## src/hckl_pkg.sv

```systemverilog
// Shared types and constants for the hash-chain key leaf generator.
`default_nettype none
package hckl_pkg;

	typedef enum logic [4:0] {
		S_IDLE,
		S_LOAD,
		S_LOAD_WAIT,
		S_HASH_SETUP,
		S_HASH_START,
		S_HASH_WAIT,
		S_HASH_TAKE,
		S_STORE,
		S_LEAF_INIT,
		S_FEED,
		S_FEED_WAIT,
		S_LEAF_START,
		S_LEAF_WAIT,
		S_OUT,
		S_OUT_WAIT,
		S_OUT_EMIT,
		S_LEAF_EMIT
	} state_t;

	typedef enum logic [2:0] {
		OP_NONE,
		OP_LOAD_CHAIN,
		OP_STORE_CHAIN,
		OP_CHAIN_BLOCK,
		OP_TMP_DIGEST,
		OP_FEED_LEAF,
		OP_OUT_BYTE,
		OP_EMIT
	} dp_op_t;

	typedef struct packed {
		dp_op_t op;
		logic   sec_we;
		logic   sha_init;
		logic   sha_start;
		logic   emit_leaf;
		logic   emit_last;
	} cmd_t;

	typedef struct packed {
		logic sha_done;
	} sts_t;

	localparam logic [15:0] CHAIN_LENGTH_RESET = 16'hFFFF;
	localparam int          LEAF_WORDS         = 4;

	localparam logic [255:0] SHA_IV = {
		32'h6a09e667, 32'hbb67ae85, 32'h3c6ef372, 32'ha54ff53a,
		32'h510e527f, 32'h9b05688c, 32'h1f83d9ab, 32'h5be0cd19
	};

	localparam logic [31:0] SHA_K [64] = '{
		32'h428a2f98, 32'h71374491, 32'hb5c0fbcf, 32'he9b5dba5,
		32'h3956c25b, 32'h59f111f1, 32'h923f82a4, 32'hab1c5ed5,
		32'hd807aa98, 32'h12835b01, 32'h243185be, 32'h550c7dc3,
		32'h72be5d74, 32'h80deb1fe, 32'h9bdc06a7, 32'hc19bf174,
		32'he49b69c1, 32'hefbe4786, 32'h0fc19dc6, 32'h240ca1cc,
		32'h2de92c6f, 32'h4a7484aa, 32'h5cb0a9dc, 32'h76f988da,
		32'h983e5152, 32'ha831c66d, 32'hb00327c8, 32'hbf597fc7,
		32'hc6e00bf3, 32'hd5a79147, 32'h06ca6351, 32'h14292967,
		32'h27b70a85, 32'h2e1b2138, 32'h4d2c6dfc, 32'h53380d13,
		32'h650a7354, 32'h766a0abb, 32'h81c2c92e, 32'h92722c85,
		32'ha2bfe8a1, 32'ha81a664b, 32'hc24b8b70, 32'hc76c51a3,
		32'hd192e819, 32'hd6990624, 32'hf40e3585, 32'h106aa070,
		32'h19a4c116, 32'h1e376c08, 32'h2748774c, 32'h34b0bcb5,
		32'h391c0cb3, 32'h4ed8aa4a, 32'h5b9cca4f, 32'h682e6ff3,
		32'h748f82ee, 32'h78a5636f, 32'h84c87814, 32'h8cc70208,
		32'h90befffa, 32'ha4506ceb, 32'hbef9a3f7, 32'hc67178f2
	};

	function automatic logic [31:0] rotr(input logic [31:0] x, input int n);
		rotr = (x >> n) | (x << (32 - n));
	endfunction

endpackage
`default_nettype wire

```

## src/hckl_ctrl.sv

```systemverilog
// Controller: key loading, chain stepping, leaf hashing and result sequencing.
`default_nettype none
module hckl_ctrl #(
	parameter int CHAINS      = 18,
	parameter int CHAIN_BYTES = 24,
	localparam int KB  = CHAINS * CHAIN_BYTES,
	localparam int KW  = (KB + 7) / 8,
	localparam int L   = ((KB + 8) / 64 + 1) * 64,
	localparam int PW  = $clog2(L + 1),
	localparam int SAW = (KW > 1) ? $clog2(KW) : 1
) (
	input  wire logic           clk,
	input  wire logic           arst_n,
	input  wire logic           start,
	input  wire logic           key_last,
	input  wire logic           cfg_we,
	input  wire logic [15:0]    cfg_data,
	input  wire hckl_pkg::sts_t sts,
	output logic                busy,
	output hckl_pkg::cmd_t      cmd,
	output logic [PW-1:0]       pos,
	output logic [SAW-1:0]      wa
);
	import hckl_pkg::*;

	localparam int LW  = $clog2(KW + 1);
	localparam int CIW = (CHAINS > 1) ? $clog2(CHAINS) : 1;
	localparam int CBW = $clog2(CHAIN_BYTES);

	state_t         state_q, state_d;
	logic [15:0]    chain_length_q;
	logic [LW-1:0]  load_q, load_d;
	logic [CIW-1:0] ci_q, ci_d;
	logic [PW-1:0]  base_q, base_d;
	logic [CBW-1:0] j_q, j_d;
	logic [15:0]    step_q, step_d;
	logic [PW-1:0]  p_q, p_d;

	always_ff @(posedge clk or negedge arst_n) begin
		if (!arst_n) begin
			state_q <= S_IDLE;
		end else begin
			state_q <= state_d;
		end
	end

	always_ff @(posedge clk or negedge arst_n) begin
		if (!arst_n) begin
			chain_length_q <= CHAIN_LENGTH_RESET;
			load_q         <= '0;
			ci_q           <= '0;
			base_q         <= '0;
			j_q            <= '0;
			step_q         <= '0;
			p_q            <= '0;
		end else begin
			if (cfg_we) chain_length_q <= cfg_data;
			load_q <= load_d;
			ci_q   <= ci_d;
			base_q <= base_d;
			j_q    <= j_d;
			step_q <= step_d;
			p_q    <= p_d;
		end
	end

	always_comb begin
		state_d = state_q;
		load_d  = load_q;
		ci_d    = ci_q;
		base_d  = base_q;
		j_d     = j_q;
		step_d  = step_q;
		p_d     = p_q;
		cmd     = '0;
		cmd.op  = OP_NONE;
		pos     = '0;
		wa      = SAW'(load_q);
		busy    = state_q != S_IDLE;

		case (state_q)
			S_IDLE: begin
				if (start) begin
					cmd.sec_we = load_q < LW'(KW);
					if (key_last) begin
						load_d  = '0;
						ci_d    = '0;
						base_d  = '0;
						j_d     = '0;
						state_d = S_LOAD;
					end else if (load_q < LW'(KW)) begin
						load_d = load_q + LW'(1);
					end
				end
			end
			S_LOAD: begin
				cmd.op = OP_LOAD_CHAIN;
				pos    = base_q + PW'(j_q);
				if (j_q == CBW'(CHAIN_BYTES - 1)) begin
					j_d     = '0;
					state_d = S_LOAD_WAIT;
				end else begin
					j_d = j_q + CBW'(1);
				end
			end
			S_LOAD_WAIT: begin
				step_d  = '0;
				state_d = (chain_length_q == 16'd0) ? S_STORE : S_HASH_SETUP;
			end
			S_HASH_SETUP: begin
				cmd.op       = OP_CHAIN_BLOCK;
				cmd.sha_init = 1'b1;
				state_d      = S_HASH_START;
			end
			S_HASH_START: begin
				cmd.sha_start = 1'b1;
				state_d       = S_HASH_WAIT;
			end
			S_HASH_WAIT: begin
				if (sts.sha_done) state_d = S_HASH_TAKE;
			end
			S_HASH_TAKE: begin
				cmd.op  = OP_TMP_DIGEST;
				step_d  = step_q + 16'd1;
				state_d = (step_q == chain_length_q - 16'd1) ? S_STORE : S_HASH_SETUP;
			end
			S_STORE: begin
				cmd.op = OP_STORE_CHAIN;
				pos    = base_q + PW'(j_q);
				if (j_q == CBW'(CHAIN_BYTES - 1)) begin
					j_d    = '0;
					base_d = base_q + PW'(CHAIN_BYTES);
					if (ci_q == CIW'(CHAINS - 1)) begin
						p_d     = '0;
						state_d = S_LEAF_INIT;
					end else begin
						ci_d    = ci_q + CIW'(1);
						state_d = S_LOAD;
					end
				end else begin
					j_d = j_q + CBW'(1);
				end
			end
			S_LEAF_INIT: begin
				cmd.sha_init = 1'b1;
				state_d      = S_FEED;
			end
			S_FEED: begin
				cmd.op = OP_FEED_LEAF;
				pos    = p_q;
				p_d    = p_q + PW'(1);
				if (p_q[5:0] == 6'd63) state_d = S_FEED_WAIT;
			end
			S_FEED_WAIT: begin
				state_d = S_LEAF_START;
			end
			S_LEAF_START: begin
				cmd.sha_start = 1'b1;
				state_d       = S_LEAF_WAIT;
			end
			S_LEAF_WAIT: begin
				if (sts.sha_done) begin
					if (p_q == PW'(L)) begin
						p_d     = '0;
						state_d = S_OUT;
					end else begin
						state_d = S_FEED;
					end
				end
			end
			S_OUT: begin
				cmd.op = OP_OUT_BYTE;
				pos    = p_q;
				p_d    = p_q + PW'(1);
				if (p_q[2:0] == 3'd7) state_d = S_OUT_WAIT;
			end
			S_OUT_WAIT: begin
				state_d = S_OUT_EMIT;
			end
			S_OUT_EMIT: begin
				cmd.op = OP_EMIT;
				if (p_q == PW'(KW * 8)) begin
					j_d     = '0;
					state_d = S_LEAF_EMIT;
				end else begin
					state_d = S_OUT;
				end
			end
			S_LEAF_EMIT: begin
				cmd.op        = OP_EMIT;
				cmd.emit_leaf = 1'b1;
				pos           = PW'(j_q[1:0]);
				if (j_q[1:0] == 2'(LEAF_WORDS - 1)) begin
					cmd.emit_last = 1'b1;
					j_d           = '0;
					state_d       = S_IDLE;
				end else begin
					j_d = j_q + CBW'(1);
				end
			end
			default: begin
				state_d = S_IDLE;
			end
		endcase
	end

endmodule
`default_nettype wire

```

## config.mk

```make
export PLATFORM = sky130hd
export DESIGN_NAME = hckl_ctrl
export DESIGN_NICKNAME = d
export VERILOG_FILES = /design/src/hckl_pkg.sv /design/src/hckl_ctrl.sv
export SDC_FILE = /design/constraint.sdc
export NUM_CORES = 1
export LEC_CHECK = 0
export CAP_MARGIN = 30
export CELL_PAD_IN_SITES_DETAIL_PLACEMENT = 1
export CELL_PAD_IN_SITES_GLOBAL_PLACEMENT = 1
export CORE_MARGIN = 2
export CORE_UTILIZATION = 53
export DETAILED_ROUTE_END_ITERATION = 10
export DONT_BUFFER_PORTS = 1
export PLACE_DENSITY = 0.95
export SYNTH_ARGS = -nofsm -noshare
export SYNTH_HDL_FRONTEND = slang
export SYNTH_SLANG_ARGS = --single-unit
```

## constraint.sdc

```tcl
create_clock -name clk -period 4 [get_ports clk]
set_clock_uncertainty 0.15 [all_clocks]
set_input_delay 1 -clock clk [delete_from_list [all_inputs] [get_ports clk]]
set_output_delay 1 -clock clk [all_outputs]
set_load 0.05 [all_outputs]
```

# Word-level counts from Yosys, hierarchy flattened
# Index checks and enable logic that the tools add are counted.
op_classes:
  n_eq_ne: 37
  reduce_logical: 19
  n_mux: 44
  addsub: 8
  n_lt_le_gt_ge: 1
ops:
  columns: ["cell", "n"]
  rows:
  - ["2-to-1 mux 5 bit", 17]
  - ["one-hot mux 5 bit (17 select lines)", 1]
  - ["2-to-1 mux 9 bit", 7]
  - ["one-hot mux 9 bit (3 select lines)", 2]
  - ["equality test 5 x 4 -> 1 bit, second input constant", 8]
  - ["one-hot mux 16 bit (2 select lines)", 1]
  - ["inequality test 2 bit, second input constant", 13]
  - ["one-hot mux 3 bit (7 select lines)", 1]
  - ["equality test 5 x 3 -> 1 bit, second input constant", 4]
  - ["one-hot mux 5 bit (4 select lines)", 1]
  - ["equality test 9 bit, second input constant", 2]
  - ["one-hot mux 9 bit (2 select lines)", 1]
  - ["adder 16 x 1 -> 16 bit, second input constant", 1]
  - ["equality test 16 bit", 1]
  - ["logical NOT 16 bit", 1]
  - ["subtractor 16 x 1 -> 16 bit, second input constant", 1]
  - ["equality test 5 bit, second input constant", 3]
  - ["2-to-1 mux 6 bit", 2]
  - ["adder 5 x 1 -> 5 bit, second input constant", 2]
  - ["equality test 5 x 2 -> 1 bit, second input constant", 2]
  - ["one-hot mux 5 bit (2 select lines)", 1]
  - ["AND reduction 5 bit", 2]
  - ["OR reduction 2 bit", 5]
  - ["adder 9 x 1 -> 9 bit, second input constant", 1]
  - ["other kinds (20)", 29]
word_totals:
  out_inout_bits: 24
  input_bits: 22
  elab_cells: 117
  regBits: 71

# Depth between registers and ports, before layout
depth:
  depth_word: 4
  mapped_depth: 9
  ltp_nobuf: 8

# Worst setup path before layout
# Ideal clock, no wire load.
synth_timing:
  path_kind: "register to output"
  from: "register j_q[4]"
  to: "output port pos[8]"
  required_ns: 2.850
  path_buffers: 0
  stages_incl_launch_ff: 7
  path_slack_ns: 0.519
  arrival_ns: 2.331
  path_cell_list: "dfrtp_1 > ha_1 > a21oi_1 > nor2b_1 > nand3_1 > xor2_1 > o21ai_0"
synth_between:
  elab_chain_len: 2
synth_lines:
  columns: ["item", "line_no", "text"]
  rows:
  - ["from (decl)", "hckl_ctrl.sv:35", "logic [CBW-1:0] j_q, j_d;"]
  - ["from (signal assigned)", "hckl_ctrl.sv:61", "j_q <= j_d;"]
  - ["adder 9 x 5 -> 9 bit", "hckl_ctrl.sv:98, hckl_ctrl.sv:129", null]
  - ["one-hot mux 9 bit (3 select lines)", "hckl_ctrl.sv:81", "case (state_q)"]
  - ["to (decl)", "hckl_ctrl.sv:21", "output logic [PW-1:0] pos,"]
# Every way passes these cells.

# Final worst setup path
layout_timing:
  from: "register state_q[4]"
  to: "output port pos[1]"
layout_between:
  elab_chain_len: 3
  word_cells_on_any_way: 8
  cone_classes: "eq/ne (5); mux (1); reduce/logical (2)"
layout_lines:
  columns: ["item", "line_no", "text"]
  rows:
  - ["from (decl)", "hckl_ctrl.sv:30", "state_t state_q, state_d;"]
  - ["from (signal assigned)", "hckl_ctrl.sv:43", "state_q <= state_d;"]
  - ["equality test 5 x 4 -> 1 bit (tied with other cells)", "hckl_ctrl.sv:81", null]
  - ["OR reduction 2 bit (no line)", null, null]
  - ["one-hot mux 9 bit (3 select lines) *", "hckl_ctrl.sv:81", null]
# Mark *: on every way between the ends. The rest lies on a longest branch, timed or not.

==> flow_summary.yaml <==
floorplanning:
  core-area_sq_um: 8090
  start_util_pct: 53.8
  die_y_um: 94.6
  fp.dieW_um: 94.6
  io_pins: 46
  rows: 33
  die_area_sq_um: 8950
global_route:
  grt_max_degree: 69
  antenna_found_initial: 0
  grt_usage_pct: 30.3
  grt_pass1_wl_mm: 20.9
  grt-ovfl-total: 0
  grt_pass1_vias: 4032
detailed_routing:
  via_per_inst: 6.49
  drc: 0
  wl_per_cell_um: 20.9
  wirelength_mm: 12.7
  ant_nets: 0
  initialDrtViolationCount: 230
  num_vias: 3942
  drtPass1Iterations: 4
clock_tree:
  clk_path_buf_depth: 2
  cts_root_buffer: "clkbuf_8"
  clkLatencyLatePin_ns: 0.35
  clk_pin_slew_worst_paths_ns: 0.08
  cts_sinks: 68
  cts_setup_buffers: 0
  cts_made_buffers: 9
  cts_resized: 0
  cts_tree: "built"
  cts_hold_buffers: 0
  htreeDepth: 3
cells_and_area:
  fin_cells: 607
  n_antenna_cell: 0
  nFillCells: 969
  area_growth_pct: 7.94
  nets: 532
  final_layout_size_suffix_gt1_share_pct: 14.5
logic_synthesis:
  ys_top_cells_by_count: "57 x nand2_1, 52 x dfrtp_1, 48 x o21ai_0"
  ys_top_cells_by_area: "dfrtp_1 30%, dfstp_2 9.7%, o21ai_0 5.5%"
  synth.most_common_cell: "nand2_1"
  syn-num-nets: 527
  ys_types: 62
  avgSynthCellArea_sq_um: 8.84
  netlist.top_cell.by_area: "dfrtp_1"
  synth_seq_cells: 68
  synth_ff_type: "dfrtp_1"
  yosysWarningCount: 0
  syn_area_sq_um: 4350
  ys_seq_area_share_pct: 39.6
  synth_edf_count: 0
  synthCells: 492
  synth_top_area_share_pct: 29.9
  ys_async_sr_fraction_pct: 100
setup_path:
  cp_max_fo: 22
  path_depth: 6
  cp_common_cell: "nand2_1"
  r2r_slack_ns: 0.81
  cp_slowest_cell: "dfrtp_1"
  r2r_end: "state_q[2]"
  max_stage_delay_ns: 0.78
  criticalPathCategory: "reg -> out"
  start_kind: "flop"
  end_kind: "primary output"
  cp_num_buf_inv: 1
  worst_path_dominant_cell_family: "simple AND/OR/NAND/NOR gates"
  endpoint: "pos[1]"
  worstPathArrival_ns: 2.58
  r2r_cells: 7
  crit_required_ns: 2.85
  crit_start: "state_q[4]"
  r2r_start: "state_q[4]"
  cp_cell_sequence: "or3b_1, or3_1, nand2_1, nand2_1, o21ai_1, buf_4"
sta:
  fmax_ghz: 0.268
  setup_viol: 0
  setup_slack_ns: 0.274
  finalCriticalPeriod_ns: 3.73
  tightest_slew_ns: 0.935
  setup_tns_ns: 0
  min_period_over_period_pct: 93.1
  hold_viol_final: 0
  drv_slew: 0
  rsz0062_at_grt: "no"
  slew_headroom_pct: 37.2
power_and_ir_drop:
  powerDensity_nw_per_um2: 294
  power_frac_seq_pct: 53.8
  comb_power_share_pct: 6.0
  power.switching_mw: 0.348
  leakage_nw: 1.90
  clkPwrFrac_pct: 40.2
  intPower_mw: 1.03
  swShare_pct: 25.2
  ir_drop_uv: 226
placed_design:
  gp_congestion: 0.897
  dp_hpwl_mm: 8.91
  port_buffers: 0
  place_ws_ns: 0.706
  placed_cells: 591
status:
  run_status: "finished, final reports clean"
job:
  maxCapViolCount: 0
min_path:
  hp-class: "in -> async"
[per-layer routing]
metal | global-route usage, % | wire [um] | vias up
met3 | 6.62 | 734 | 26
met2 | 50.6 | 6280 | 135
li1 | - | - | 1792
met4 | 9.06 | 232 | 0
met1 | 39.7 | 5440 | 1989
met5 | 0 | 0 | -
[sequential cells by signal, summed over array words and instances, names as in the netlist]
signal,count
ci_q,5
wa,6
base_q,6
step_q,16
state_q,5
p_q,9
j_q,5
chain_length_q,16
[worst min-delay path by stage]
stage                           from    endpoint  slack, ns  cells after the start
after detailed placement  step_q[15]  step_q[15]       0.37                      1
final                         arst_n   step_q[6]       0.19                      0
after global routing          arst_n      p_q[2]       0.17                      0
after global placement    step_q[15]  step_q[15]       0.34                      1
after floorplan           step_q[15]  step_q[15]       0.32                      1
after CTS                     arst_n      p_q[3]       0.18                      0
[final cells by class]
type / instances / area, sq um / area share (%)
clock buffer: 12 / 166 / 3.54
sequential: 68 / 1720 / 36.7
timing repair buffer: 16 / 120 / 2.56
multi-input combinational: 387 / 2480 / 52.8
tap: 105 / 131 / 2.80
inverter: 15 / 56.3 / 1.20
clock inverter: 4 / 22.5 / 0.479
[metrics by stage]
step           power (mW)  instance area [sq um]  hold slack (ns)  util, %
2_1_floorplan       0.813                   4350            0.316        -
4_1_cts              1.38                   4700            0.177     58.0
3_3_place_gp        0.824                   4510            0.344     55.7
3_5_place_dp        0.835                   4510            0.369     55.7
5_1_grt              1.43                   4700            0.167     58.0
6_report             1.38                   4700            0.188     58.0
[power groups by stage]
stage / combinational (mW) / clock [mW] / sequential [mW]
2_1_floorplan: 0.0676 / 0 / 0.745
3_3_place_gp: 0.0724 / 0 / 0.751
3_5_place_dp: 0.0805 / 0 / 0.755
4_1_cts: 0.0826 / 0.559 / 0.743
5_1_grt: 0.0911 / 0.591 / 0.747
6_report: 0.0831 / 0.556 / 0.743
[cell usage in the layout, fill, tap and decap left out, types with 4 or more instances in the layout]
master and count:
a21oi_1 11, a22o_1 7, a31oi_1 11, and3_1 5, buf_4 16, clkbuf_8 10, dfrtp_1 52, dfstp_2 16
ha_1 13, inv_1 14, mux2_2 15, mux2i_1 8, nand2_1 57, nand2b_1 5, nand3_1 22, nand4_1 17
nor2_1 45, nor3_1 11, nor4_1 7, nor4b_1 4, o21ai_0 40, o21ai_1 12, or3_1 10, xnor2_1 21
xor2_1 19
[worst register-to-register path: stages, from the launching register on]
cell,delay [ns]
dfrtp_1,0.63
or3b_1,0.28
or3_1,0.32
inv_2,0.23
a2111oi_0,0.70
o31ai_1,0.30
o32a_2,0.43
o21ai_1,0.08
[kinds of logic (layout without fill, tap and decap cells)]
family / count (synthesis) / after routing / synth area share, %
multiplexers: 23 / 23 / 5.72
AND/OR/NAND/NOR: 206 / 206 / 24.2
XOR/XNOR: 40 / 40 / 8.05
flip-flops: 68 / 68 / 39.6
adder cells (fa/ha/maj): 13 / 13 / 3.74
AO/OA/AOI/OAI: 105 / 105 / 15.0
buffers and inverters: 37 / 47 / 3.74
Power figures use the tool's default switching activity.
